==> src/hw/rtl/lbh_pkg.sv <==
// ----------------------------------------------------------------------------
// lbh_pkg
// Types, constants and mixing functions shared by the lookup2 hash unit.
// ----------------------------------------------------------------------------
`default_nettype none

package lbh_pkg;

    localparam logic [31:0] GOLDEN_RATIO = 32'h9E3779B9;
    localparam logic [31:0] BLOCK_BYTES  = 32'h0000000C;
    localparam logic [3:0]  MAX_TAIL     = 4'hB;

    localparam logic [1:0] ROUND_FIRST  = 2'd0;
    localparam logic [1:0] ROUND_SECOND = 2'd1;
    localparam logic [1:0] ROUND_LAST   = 2'd2;

    typedef struct packed {
        logic [31:0] a;
        logic [31:0] b;
        logic [31:0] c;
    } lbh_words_t;

    typedef struct packed {
        logic [31:0] add_a;
        logic [31:0] add_b;
        logic [31:0] add_c;
        logic        first;
        logic        last;
    } lbh_job_t;

    function automatic logic [31:0] low_bytes(input logic [31:0] w, input logic [3:0] n);
        logic [31:0] r;
        case (n)
            4'd0:    r = 32'h0;
            4'd1:    r = {24'h0, w[7:0]};
            4'd2:    r = {16'h0, w[15:0]};
            4'd3:    r = {8'h0, w[23:0]};
            default: r = w;
        endcase
        return r;
    endfunction

    // One third of the lookup2 mix: one pass over a, b and c.
    function automatic lbh_words_t mix_round(input lbh_words_t s, input logic [1:0] round);
        logic [31:0] a;
        logic [31:0] b;
        logic [31:0] c;
        lbh_words_t  r;
        a = s.a;
        b = s.b;
        c = s.c;
        case (round)
            ROUND_FIRST:
            begin
                a = (a - b - c) ^ (c >> 13);
                b = (b - c - a) ^ (a << 8);
                c = (c - a - b) ^ (b >> 13);
            end
            ROUND_SECOND:
            begin
                a = (a - b - c) ^ (c >> 12);
                b = (b - c - a) ^ (a << 16);
                c = (c - a - b) ^ (b >> 5);
            end
            default:
            begin
                a = (a - b - c) ^ (c >> 3);
                b = (b - c - a) ^ (a << 10);
                c = (c - a - b) ^ (b >> 15);
            end
        endcase
        r.a = a;
        r.b = b;
        r.c = c;
        return r;
    endfunction

endpackage

`default_nettype wire

==> src/hw/rtl/lookup2_block_hash_unit.sv <==
// ----------------------------------------------------------------------------
// lookup2_block_hash_unit
// Lookup2 32-bit message hash, one 12-byte block per request.
//
//   Channel   Direction  Handshake                     Payload
//   in        input      in_valid / in_ready           word_low, word_mid, word_high,
//                                                      tail_count, last_item
//   out       output     out_valid / out_ready         hash_value
//   cfg       input      cfg_write_enable              cfg_write_data (seed)
//
// In the back end each request is first added into the running state and then
// passes through three mix rounds in the shared round unit.
// The front end accepts a request every cycle while the queue has room.
// Reset clears the queue, the length counter and the output valid flag.
// A pending hash that is not taken holds the back end before its last round.
// ----------------------------------------------------------------------------
`default_nettype none

module lookup2_block_hash_unit
    import lbh_pkg::*;
#(
    parameter int QUEUE_DEPTH = 4
)
(
    input  wire logic        clk,
    input  wire logic        rst_n,
    input  wire logic        cfg_write_enable,
    input  wire logic [31:0] cfg_write_data,
    input  wire logic        in_valid,
    output logic             in_ready,
    input  wire logic [31:0] word_low,
    input  wire logic [31:0] word_mid,
    input  wire logic [31:0] word_high,
    input  wire logic [3:0]  tail_count,
    input  wire logic        last_item,
    output logic             out_valid,
    input  wire logic        out_ready,
    output logic [31:0]      hash_value
);

    logic [31:0] seed_reg;
    logic        push_valid;
    logic        push_ready;
    lbh_job_t    push_job;
    logic        pop_valid;
    logic        pop_ready;
    lbh_job_t    pop_job;

    always_ff @(posedge clk or negedge rst_n)
    begin
        if (!rst_n)
        begin
            seed_reg <= 32'h0;
        end
        else if (cfg_write_enable)
        begin
            seed_reg <= cfg_write_data;
        end
    end

    lbh_front u_front
    (
        .clk        (clk),
        .rst_n      (rst_n),
        .in_valid   (in_valid),
        .in_ready   (in_ready),
        .word_low   (word_low),
        .word_mid   (word_mid),
        .word_high  (word_high),
        .tail_count (tail_count),
        .last_item  (last_item),
        .push_valid (push_valid),
        .push_ready (push_ready),
        .push_job   (push_job)
    );

    lbh_queue #(
        .DEPTH (QUEUE_DEPTH)
    ) u_queue
    (
        .clk        (clk),
        .rst_n      (rst_n),
        .push_valid (push_valid),
        .push_ready (push_ready),
        .push_job   (push_job),
        .pop_valid  (pop_valid),
        .pop_ready  (pop_ready),
        .pop_job    (pop_job)
    );

    lbh_back u_back
    (
        .clk        (clk),
        .rst_n      (rst_n),
        .seed       (seed_reg),
        .pop_valid  (pop_valid),
        .pop_ready  (pop_ready),
        .pop_job    (pop_job),
        .out_valid  (out_valid),
        .out_ready  (out_ready),
        .hash_value (hash_value)
    );

endmodule

`default_nettype wire

==> src/hw/rtl/lbh_front.sv <==
// ----------------------------------------------------------------------------
// lbh_front
// Accepts requests, tracks message length and builds the word addends.
// ----------------------------------------------------------------------------
`default_nettype none

module lbh_front
    import lbh_pkg::*;
(
    input  wire logic        clk,
    input  wire logic        rst_n,
    input  wire logic        in_valid,
    output logic             in_ready,
    input  wire logic [31:0] word_low,
    input  wire logic [31:0] word_mid,
    input  wire logic [31:0] word_high,
    input  wire logic [3:0]  tail_count,
    input  wire logic        last_item,
    output logic             push_valid,
    input  wire logic        push_ready,
    output lbh_job_t         push_job
);

    logic [31:0] byte_total_reg;
    logic [31:0] byte_total_next;
    logic        fresh_reg;
    logic        fresh_next;
    logic [3:0]  tail;
    logic [3:0]  n_mid;
    logic [3:0]  n_high;
    logic [31:0] base_total;
    logic [31:0] total;
    logic [31:0] high_bytes;
    logic        accept;

    assign in_ready   = push_ready;
    assign push_valid = in_valid;
    assign accept     = in_valid && push_ready;

    always_comb
    begin
        tail       = (tail_count > MAX_TAIL) ? MAX_TAIL : tail_count;
        n_mid      = (tail > 4'd4) ? tail - 4'd4 : 4'd0;
        n_high     = (tail > 4'd8) ? tail - 4'd8 : 4'd0;
        base_total = fresh_reg ? 32'h0 : byte_total_reg;
        total      = base_total + {28'h0, tail};
        high_bytes = low_bytes(word_high, n_high);

        push_job.first = fresh_reg;
        push_job.last  = last_item;
        if (last_item)
        begin
            push_job.add_a = low_bytes(word_low, tail);
            push_job.add_b = low_bytes(word_mid, n_mid);
            push_job.add_c = total + {high_bytes[23:0], 8'h0};
        end
        else
        begin
            push_job.add_a = word_low;
            push_job.add_b = word_mid;
            push_job.add_c = word_high;
        end

        byte_total_next = byte_total_reg;
        fresh_next      = fresh_reg;
        if (accept)
        begin
            byte_total_next = last_item ? 32'h0 : base_total + BLOCK_BYTES;
            fresh_next      = last_item;
        end
    end

    always_ff @(posedge clk or negedge rst_n)
    begin
        if (!rst_n)
        begin
            byte_total_reg <= 32'h0;
            fresh_reg      <= 1'b1;
        end
        else
        begin
            byte_total_reg <= byte_total_next;
            fresh_reg      <= fresh_next;
        end
    end

endmodule

`default_nettype wire

==> src/hw/rtl/lbh_queue.sv <==
// ----------------------------------------------------------------------------
// lbh_queue
// Small first-in first-out buffer of jobs between front and back.
// ----------------------------------------------------------------------------
`default_nettype none

module lbh_queue
    import lbh_pkg::*;
#(
    parameter int DEPTH = 4
)
(
    input  wire logic     clk,
    input  wire logic     rst_n,
    input  wire logic     push_valid,
    output logic          push_ready,
    input  wire lbh_job_t push_job,
    output logic          pop_valid,
    input  wire logic     pop_ready,
    output lbh_job_t      pop_job
);

    localparam int PW = $clog2(DEPTH);
    localparam int CW = $clog2(DEPTH + 1);
    localparam logic [PW-1:0] LAST_PTR = PW'(DEPTH - 1);
    localparam logic [CW-1:0] FULL_CNT = CW'(DEPTH);

    lbh_job_t      mem_reg [DEPTH];
    logic [PW-1:0] wr_ptr_reg;
    logic [PW-1:0] wr_ptr_next;
    logic [PW-1:0] rd_ptr_reg;
    logic [PW-1:0] rd_ptr_next;
    logic [CW-1:0] count_reg;
    logic [CW-1:0] count_next;
    logic          do_push;
    logic          do_pop;

    assign push_ready = (count_reg != FULL_CNT);
    assign pop_valid  = (count_reg != '0);
    assign pop_job    = mem_reg[rd_ptr_reg];
    assign do_push    = push_valid && push_ready;
    assign do_pop     = pop_valid && pop_ready;

    always_comb
    begin
        wr_ptr_next = wr_ptr_reg;
        rd_ptr_next = rd_ptr_reg;
        count_next  = count_reg;
        if (do_push)
        begin
            wr_ptr_next = (wr_ptr_reg == LAST_PTR) ? '0 : wr_ptr_reg + PW'(1);
        end
        if (do_pop)
        begin
            rd_ptr_next = (rd_ptr_reg == LAST_PTR) ? '0 : rd_ptr_reg + PW'(1);
        end
        if (do_push && !do_pop)
        begin
            count_next = count_reg + CW'(1);
        end
        else if (do_pop && !do_push)
        begin
            count_next = count_reg - CW'(1);
        end
    end

    always_ff @(posedge clk)
    begin
        if (do_push)
        begin
            mem_reg[wr_ptr_reg] <= push_job;
        end
    end

    always_ff @(posedge clk or negedge rst_n)
    begin
        if (!rst_n)
        begin
            wr_ptr_reg <= '0;
            rd_ptr_reg <= '0;
            count_reg  <= '0;
        end
        else
        begin
            wr_ptr_reg <= wr_ptr_next;
            rd_ptr_reg <= rd_ptr_next;
            count_reg  <= count_next;
        end
    end

endmodule

`default_nettype wire

==> src/hw/rtl/lbh_back.sv <==
// ----------------------------------------------------------------------------
// lbh_back
// Adds each job into the running words, mixes in three rounds, emits hashes.
// ----------------------------------------------------------------------------
`default_nettype none

module lbh_back
    import lbh_pkg::*;
(
    input  wire logic        clk,
    input  wire logic        rst_n,
    input  wire logic [31:0] seed,
    input  wire logic        pop_valid,
    output logic             pop_ready,
    input  wire lbh_job_t    pop_job,
    output logic             out_valid,
    input  wire logic        out_ready,
    output logic [31:0]      hash_value
);

    lbh_words_t  state_reg;
    lbh_words_t  state_next;
    lbh_words_t  mixed;
    logic        busy_reg;
    logic        busy_next;
    logic [1:0]  round_reg;
    logic [1:0]  round_next;
    logic        last_reg;
    logic        last_next;
    logic        out_valid_reg;
    logic        out_valid_next;
    logic [31:0] hash_reg;
    logic [31:0] hash_next;
    logic        can_step;

    assign pop_ready  = !busy_reg;
    assign out_valid  = out_valid_reg;
    assign hash_value = hash_reg;
    assign mixed      = mix_round(state_reg, round_reg);
    assign can_step   = !(round_reg == ROUND_LAST && last_reg) || !out_valid_reg || out_ready;

    always_comb
    begin
        state_next     = state_reg;
        busy_next      = busy_reg;
        round_next     = round_reg;
        last_next      = last_reg;
        out_valid_next = out_valid_reg;
        hash_next      = hash_reg;

        if (out_valid_reg && out_ready)
        begin
            out_valid_next = 1'b0;
        end

        if (!busy_reg)
        begin
            if (pop_valid)
            begin
                state_next.a = (pop_job.first ? GOLDEN_RATIO : state_reg.a) + pop_job.add_a;
                state_next.b = (pop_job.first ? GOLDEN_RATIO : state_reg.b) + pop_job.add_b;
                state_next.c = (pop_job.first ? seed : state_reg.c) + pop_job.add_c;
                busy_next    = 1'b1;
                round_next   = ROUND_FIRST;
                last_next    = pop_job.last;
            end
        end
        else if (can_step)
        begin
            state_next = mixed;
            round_next = round_reg + 2'd1;
            if (round_reg == ROUND_LAST)
            begin
                busy_next = 1'b0;
                if (last_reg)
                begin
                    out_valid_next = 1'b1;
                    hash_next      = mixed.c;
                end
            end
        end
    end

    always_ff @(posedge clk or negedge rst_n)
    begin
        if (!rst_n)
        begin
            busy_reg      <= 1'b0;
            round_reg     <= ROUND_FIRST;
            last_reg      <= 1'b0;
            out_valid_reg <= 1'b0;
        end
        else
        begin
            busy_reg      <= busy_next;
            round_reg     <= round_next;
            last_reg      <= last_next;
            out_valid_reg <= out_valid_next;
        end
    end

    always_ff @(posedge clk)
    begin
        state_reg <= state_next;
        hash_reg  <= hash_next;
    end

endmodule

`default_nettype wire
==> config.mk <==
export PLATFORM = sky130hd
export DESIGN_NAME = lookup2_block_hash_unit
export DESIGN_NICKNAME = d
export VERILOG_FILES = /design/src/hw/rtl/lbh_pkg.sv /design/src/hw/rtl/lookup2_block_hash_unit.sv /design/src/hw/rtl/lbh_front.sv /design/src/hw/rtl/lbh_queue.sv /design/src/hw/rtl/lbh_back.sv
export SDC_FILE = /design/constraint.sdc
export NUM_CORES = 2
export LEC_CHECK = 0
export ABC_CLOCK_PERIOD_IN_PS = 13000
export CAP_MARGIN = 20
export CORE_MARGIN = 1
export CORE_UTILIZATION = 40
export CTS_CLUSTER_SIZE = 28
export DETAILED_ROUTE_END_ITERATION = 8
export DONT_BUFFER_PORTS = 1
export MAX_ROUTING_LAYER = met4
export SLEW_MARGIN = 10
export SYNTH_ARGS = -nofsm -noshare
export SYNTH_HDL_FRONTEND = slang
export SYNTH_HIERARCHICAL = 1
export SYNTH_SLANG_ARGS = --single-unit
==> constraint.sdc <==
create_clock -name clk -period 13 [get_ports clk]
set_clock_uncertainty 0.15 [all_clocks]
set_input_delay 1.3 -clock clk [delete_from_list [all_inputs] [get_ports clk]]
set_output_delay 1.3 -clock clk [all_outputs]
set_load 0.01 [all_outputs]
=== After elaboration in Yosys (flattened, before gate mapping) ===
Memories as Yosys holds them, arrays and structs flattened.
Cells that the tools add are included.

* Add/subtract/negate cells: 25
* Multiply operators: 0
* Divide/modulo/power cells: 0
* Magnitude comparators: 3
* Equality and inequality tests: 15
* Shifts and indexed selects: 0
* Muxes and demuxes: 36
* Bitwise gates (word level): 10
* Reductions and logical operators: 23

{| class="wikitable"
|+ Operators with widths
! kind !! number
|-
| $mux W96 || 4
|-
| $sub A32 B32 Y32 || 12
|-
| $pmux W32 S4 || 2
|-
| $pmux W32 S2 || 3
|-
| $mux W32 || 5
|-
| $add A32 B32 Y32 || 4
|-
| $pmux W24 S4 || 1
|-
| $xor A32 B32 Y32 || 3
|-
| $xor A32 B19 Y32 || 2
|-
| $add A32 B4 Y32 || 1
|-
| $add A32 B4 Y32 const B || 1
|-
| $xor A32 B17 Y32 || 1
|-
| $xor A32 B20 Y32 || 1
|-
| $xor A32 B27 Y32 || 1
|-
| $xor A32 B29 Y32 || 1
|-
| $eq A4 B2 Y1 const B || 6
|-
| $eq A4 B1 Y1 const B || 3
|-
| $logic_not A4 Y1 || 3
|-
| $mux W4 || 3
|-
| $mux W1 || 11
|-
| $mux W2 || 5
|-
| $gt A4 B4 Y1 const B || 2
|-
| $add A2 B1 Y2 const B || 3
|-
| $eq A2 B2 Y1 const B || 3
|-
| other kinds (18) || 31
|}

* Flip-flop bits (word level): 205
* Latch bits: 0
* RAM bits: 392
* ROM bits: 0
* Bits of input ports: 138
* Output and inout bits: 34
* Word-level logic and storage cells: 127
* Memories: 1

{| class="wikitable"
|+ Memories
! name !! words !! bits a word !! rd ports !! clocked after memory_dff !! wr ports !! line !! RTL
|-
| u_queue.mem_reg || 4 || 98 || 1 || 0 || 1 || lbh_queue.sv:28 || <nowiki>lbh_job_t mem_reg [DEPTH];</nowiki>
|}

=== Longest topological paths before layout ===
* Depth in word-level cells: 10
* Mapped depth: 40
* Mapped depth without buffers: 40

=== By module ===
Netlist, hierarchy kept.

{| class="wikitable"
|+ By module, submodules not included
! module !! times used !! cells an instance !! area an instance (um^2) !! sequential area each (um^2)
|-
| lbh_back || 1 || 3537 || 29136.7 || 3968.8
|-
| lbh_queue || 1 || 549 || 14676.6 || 11946.5
|-
| lbh_front || 1 || 642 || 4710.8 || 827.0
|-
| lookup2_block_hash_unit || 1 || 68 || 1345.0 || 800.8
|}

=== Worst setup path after synthesis ===
No wires, ideal clock.

* Path type: register -> register
* From: register u_back/state_reg[3] (netlist name)
* To: register u_back/state_reg[31] (netlist name), data pin
* Library setup time: 0.282 ns
* Arrival: 8.022 ns
* Required time: 12.568 ns
* Slack: 4.545 ns
* Cell stages (with the launch flop): 37
* Buffers on the path: 0
* Clock period less this slack: 8.455 ns
* Cells stage by stage: edfxtp_1 inv_1 fa_1 ha_1 o21ai_1 a221oi_1 nor2_1 xnor2_1 xnor2_1 inv_1 ha_1 or4_1 o21ai_0 a21oi_1 a31o_2 maj3_2 nand2_1 a32oi_1 or2_2 maj3_1 o21bai_1 xnor2_1 xor2_1 ha_1 ha_1 a21o_1 a21oi_1 o211ai_1 a31oi_1 o31a_1 o21ai_0 o41ai_1 o21ai_0 xnor2_1 xnor3_1 nand2_1 a41oi_1

{| class="wikitable"
|+ RTL lines
! element !! line !! RTL
|-
| from (decl) || lbh_back.sv:21 || <nowiki>lbh_words_t state_reg;</nowiki>
|-
| from (signal assigned) || lbh_back.sv:104 || <nowiki>state_reg <= state_next;</nowiki>
|}

==> impl_results.html <==
<table>
<tr><th>Metric</th><th>Value</th></tr>
<tr><th colspan="2">Yosys</th></tr>
<tr><td>Dominant synthesized flop cell</td><td>sky130_fd_sc_hd__edfxtp_1</td></tr>
<tr><td>Proportion of synthesized flip-flops having asynchronous set or reset</td><td>12.9%</td></tr>
<tr><td>Total of warnings raised by yosys</td><td>6</td></tr>
<tr><td>Count of flip-flops with a built-in enable after synthesis</td><td>520</td></tr>
<tr><td>Top cell type by total area after synthesis</td><td>sky130_fd_sc_hd__edfxtp_1</td></tr>
<tr><td>Yosys reg bits</td><td>597</td></tr>
<tr><td>Sequential-to-total area share from yosys stat</td><td>35.2%</td></tr>
<tr><td>Post-synthesis average cell area</td><td>10.4 sq um</td></tr>
<tr><td>Dominant cells by area after synthesis</td><td>sky130_fd_sc_hd__edfxtp_1, sky130_fd_sc_hd__ha_1, sky130_fd_sc_hd__xnor2_1, sky130_fd_sc_hd__mux4_2, sky130_fd_sc_hd__dfrtp_1</td></tr>
<tr><td>Number of instances in the synthesized netlist</td><td>4796</td></tr>
<tr><td>Number of distinct library cell variants in the gate-level netlist after synthesis</td><td>121</td></tr>
<tr><td>Proportion of netlist area held by the largest area contributor</td><td>31.3%</td></tr>
<tr><td>Netlist Area Pre-Place</td><td>0.0499 sq mm</td></tr>
<tr><td>Net Count, Synth</td><td>5441</td></tr>
<tr><th colspan="2">Finish</th></tr>
<tr><td>Area occupied by multi-input gates</td><td>0.0305 sq mm</td></tr>
<tr><td>Share of cells above drive strength 1</td><td>10.6%</td></tr>
<tr><td>Final Core Density</td><td>43.7%</td></tr>
<tr><td>Final-stage net count</td><td>5443</td></tr>
<tr><td>Largest register FFs</td><td>392</td></tr>
<tr><td>Area growth from synthesis to layout</td><td>8.38%</td></tr>
<tr><td>Layout fillers</td><td>11800</td></tr>
<tr><td>Area of all sequential standard cells</td><td>0.0176 sq mm</td></tr>
<tr><th colspan="2">Clock tree</th></tr>
<tr><td>Clock buffer depth</td><td>3</td></tr>
<tr><td>Clock transition at the registers of the reported paths</td><td>0.06 ns</td></tr>
<tr><td>CTS Buf Count</td><td>69</td></tr>
<tr><td>Clock tree from TritonCTS</td><td>built</td></tr>
<tr><td>Insertion delay of the later-clocked pin in the worst-skew pair</td><td>0.67 ns</td></tr>
<tr><td>Sinks on the clock net</td><td>597</td></tr>
<tr><td>Depth of the CTS H-tree</td><td>3</td></tr>
<tr><td>Library cell used as clock root buffer</td><td>sky130_fd_sc_hd__clkbuf_16</td></tr>
<tr><td>Total of cells resized after clock tree synthesis</td><td>0</td></tr>
<tr><td>Count of hold buffers inserted by post-cts repair</td><td>0</td></tr>
<tr><td>Number of setup buffers added after CTS</td><td>0</td></tr>
<tr><th colspan="2">Worst setup path</th></tr>
<tr><td>Worst Reg2Reg Path Length in Cells</td><td>37</td></tr>
<tr><td>Cell repeated most along the worst path</td><td>sky130_fd_sc_hd__xnor2_1</td></tr>
<tr><td>Worst flop-to-flop path endpoint</td><td>u_back/state_reg[31]</td></tr>
<tr><td>Setup crit end kind</td><td>register</td></tr>
<tr><td>Worst R2R Start</td><td>u_back/state_reg[0]</td></tr>
<tr><td>Slowest cell delay on critical path</td><td>0.93 ns</td></tr>
<tr><td>Top fanout value on the critical path</td><td>5</td></tr>
<tr><td>Register-to-register setup slack</td><td>1.74 ns</td></tr>
<tr><td>Master of the slowest instance on the critical path</td><td>sky130_fd_sc_hd__xnor2_1</td></tr>
<tr><td>Crit path arrival time</td><td>11.48 ns</td></tr>
<tr><td>Kind of start point of the critical path</td><td>register</td></tr>
<tr><td>Launch point of the worst path</td><td>u_back/state_reg[0]</td></tr>
<tr><td>Worst setup endpoint</td><td>u_back/state_reg[31]</td></tr>
<tr><td>Critical path data required time</td><td>13.22 ns</td></tr>
<tr><td>Critical path class</td><td>register to register</td></tr>
<tr><th colspan="2">Drt</th></tr>
<tr><td>Remaining routing DRC violations</td><td>0</td></tr>
<tr><td>Antenna Nets Post-Route</td><td>0</td></tr>
<tr><td>Total via count in the routed design</td><td>38700</td></tr>
<tr><td>Wire length after detailed routing</td><td>184 mm</td></tr>
<tr><td>Violation count after the first detailed-route iteration</td><td>3794</td></tr>
<tr><td>Number of vias per cell</td><td>5.96</td></tr>
<tr><td>Post-DR wirelength/cell</td><td>28.2 microns</td></tr>
<tr><td>Count of TritonRoute iterations in the first routing pass</td><td>6</td></tr>
<tr><th colspan="2">Min path</th></tr>
<tr><td>Class of the tightest hold or removal check</td><td>input port to async pin</td></tr>
<tr><th colspan="2">GRT</th></tr>
<tr><td>Overall track demand over capacity in global routing</td><td>29.6%</td></tr>
<tr><td>Overflow after GRT</td><td>0</td></tr>
<tr><td>Wire length of the first global-routing pass</td><td>264 mm</td></tr>
<tr><td>Number of global-route vias before repair</td><td>37800</td></tr>
<tr><td>Pin count of the biggest net entering global routing</td><td>78</td></tr>
<tr><td>Initial antenna violation count</td><td>15</td></tr>
<tr><th colspan="2">Place</th></tr>
<tr><td>Routability cong.</td><td>1.01</td></tr>
<tr><td>Total half-perimeter wirelength after legalization and detailed placement</td><td>145 mm</td></tr>
<tr><td>Count of input and output buffers</td><td>0</td></tr>
<tr><th colspan="2">Timing</th></tr>
<tr><td>RSZ-0062 raised after global routing</td><td>false</td></tr>
<tr><td>Fmax</td><td>88.8 MHz</td></tr>
<tr><td>Headroom to the max-slew limit</td><td>19.8%</td></tr>
<tr><td>Final number of max-transition violations</td><td>0</td></tr>
<tr><td>Setup-violating endpoint count in the final report</td><td>0</td></tr>
<tr><td>Period utilization</td><td>86.6%</td></tr>
<tr><td>Period minus WS final</td><td>11.26 ns</td></tr>
<tr><td>Final hold violation count</td><td>0</td></tr>
<tr><td>Slew at the pin with the worst max-slew slack</td><td>1.19 ns</td></tr>
<tr><td>Setup total negative slack</td><td>0 ns</td></tr>
<tr><th colspan="2">Floorplanning</th></tr>
<tr><td>Y dimension of the die</td><td>355 microns</td></tr>
<tr><td>Die span in x</td><td>355 microns</td></tr>
<tr><td>Initial Utilization</td><td>40.3%</td></tr>
<tr><td>Core ar.</td><td>0.124 sq mm</td></tr>
<tr><td>Overall die area</td><td>0.126 sq mm</td></tr>
<tr><td>Ports</td><td>172</td></tr>
<tr><td>Number of placement rows</td><td>129</td></tr>
<tr><th colspan="2">Job</th></tr>
<tr><td>Number of maximum-capacitance violations</td><td>0</td></tr>
<tr><th colspan="2">Status</th></tr>
<tr><td>Status</td><td>complete, no violations</td></tr>
</table>
## cells by family after synthesis
family                   Yosys count  share of synthesized area (%)
buffers and inverters            415                           3.68
flip-flops                       597                           35.2
AO/OA/AOI/OAI                   1238                           16.5
adder cells (fa/ha/maj)          523                           14.4
multiplexers                     186                           6.60
AND/OR/NAND/NOR                 1257                           12.6
XOR/XNOR                         580                           11.0
## cells in the mapped netlist (19+ instances only)
library cell / count
sky130_fd_sc_hd__mux2_4: 30
sky130_fd_sc_hd__inv_1: 247
sky130_fd_sc_hd__nor3_1: 81
sky130_fd_sc_hd__a221oi_1: 20
sky130_fd_sc_hd__o31ai_1: 30
sky130_fd_sc_hd__nand2b_1: 73
sky130_fd_sc_hd__or2_2: 53
sky130_fd_sc_hd__o21ai_0: 258
sky130_fd_sc_hd__ha_1: 414
sky130_fd_sc_hd__nand2_1: 322
sky130_fd_sc_hd__o22ai_1: 22
sky130_fd_sc_hd__edfxtp_1: 520
sky130_fd_sc_hd__a21oi_1: 326
sky130_fd_sc_hd__xor2_1: 144
sky130_fd_sc_hd__dfrtp_1: 76
sky130_fd_sc_hd__mux4_2: 98
sky130_fd_sc_hd__a211oi_1: 23
sky130_fd_sc_hd__xnor2_1: 402
sky130_fd_sc_hd__nor2_1: 276
sky130_fd_sc_hd__o21a_1: 48
sky130_fd_sc_hd__xnor3_1: 19
sky130_fd_sc_hd__or3_1: 38
sky130_fd_sc_hd__buf_2: 20
sky130_fd_sc_hd__and3_1: 57
sky130_fd_sc_hd__fa_1: 93
sky130_fd_sc_hd__o21bai_1: 67
sky130_fd_sc_hd__and2_1: 67
sky130_fd_sc_hd__mux2_2: 42
sky130_fd_sc_hd__a21o_1: 126
sky130_fd_sc_hd__a21boi_0: 20
sky130_fd_sc_hd__clkbuf_1: 105
sky130_fd_sc_hd__nor2b_1: 121
sky130_fd_sc_hd__a22oi_1: 28
sky130_fd_sc_hd__nand3_1: 83
sky130_fd_sc_hd__nand4_1: 25
sky130_fd_sc_hd__a31oi_1: 41
## stage by stage
stage               cell area, sq um  std cells  setup WS (ns)  hold slack [ns]
floorplan                      49900       4796           4.55            0.301
global placement               51700       6359           1.28            0.328
detailed placement             51800       6363           2.00            0.340
CTS                            54000       6488           1.94            0.135
global route                   54000       6496           1.47            0.145
finish                         54000       6497           1.74            0.179
## critical path: cells and delay by family (launching register included)
| family | cells | cell delay, ns |
|---|---|---|
| flip-flops | 1 | 0.44 |
| adder cells (fa/ha/maj) | 6 | 2.25 |
| AO/OA/AOI/OAI | 18 | 4.80 |
| AND/OR/NAND/NOR | 4 | 0.48 |
| buffers and inverters | 3 | 0.36 |
| XOR/XNOR | 6 | 2.47 |
## final cells by class
| cell class | instances | area share [%] |
|---|---|---|
| flip-flops and latches | 597 | 32.5 |
| multi-input cells | 3784 | 56.5 |
| diodes | 8 | 0.0370 |
| well taps | 1637 | 3.79 |
| repair buffers | 88 | 1.22 |
| clock buffers | 85 | 3.40 |
| inverters | 258 | 1.80 |
| clock inverters | 40 | 0.759 |
## cells in the final DEF (no fill, tap or decap), drive strengths merged, types with 39 or more instances in the layout
cell type	n
edfxtp	520
xnor2	415
ha	414
a21oi	331
nand2	322
nor2	278
o21ai	272
inv	256
xor2	146
a21o	126
nor2b	121
mux4	98
fa	93
buf	88
clkbuf	85
nand3	83
nor3	82
dfrtp	76
nand2b	73
mux2	72
and2	68
o21bai	67
and3	58
or2	56
o21a	49
a31oi	43
or3	39
## how the worst min path moves through the flow
stage | endpoint | cells after the start | startpoint
after floorplan | u_front/byte_total_reg[20] | 1 | u_front/byte_total_reg[20]
after global routing | u_back/out_valid | 0 | rst_n
final | seed_reg[29] | 0 | rst_n
after detailed placement | u_front/byte_total_reg[21] | 2 | u_front/byte_total_reg[21]
after global placement | u_front/byte_total_reg[21] | 2 | u_front/byte_total_reg[21]
after CTS | seed_reg[28] | 0 | rst_n
## per-layer routing
| metal | vias to the layer above | share of wire [%] | track usage, % |
|---|---|---|---|
| li1 | 17600 | - | - |
| met1 | 19300 | 44 | 39.2 |
| met2 | 1501 | 45 | 45.7 |
| met3 | 278 | 6.8 | 4.46 |
| met4 | 0 | 4.2 | 11.3 |
| met5 | - | 0 | - |
Power is left out: the tool's default activity adds up to more than one toggle a clock period on the data nets, which glitch-free logic cannot reach.
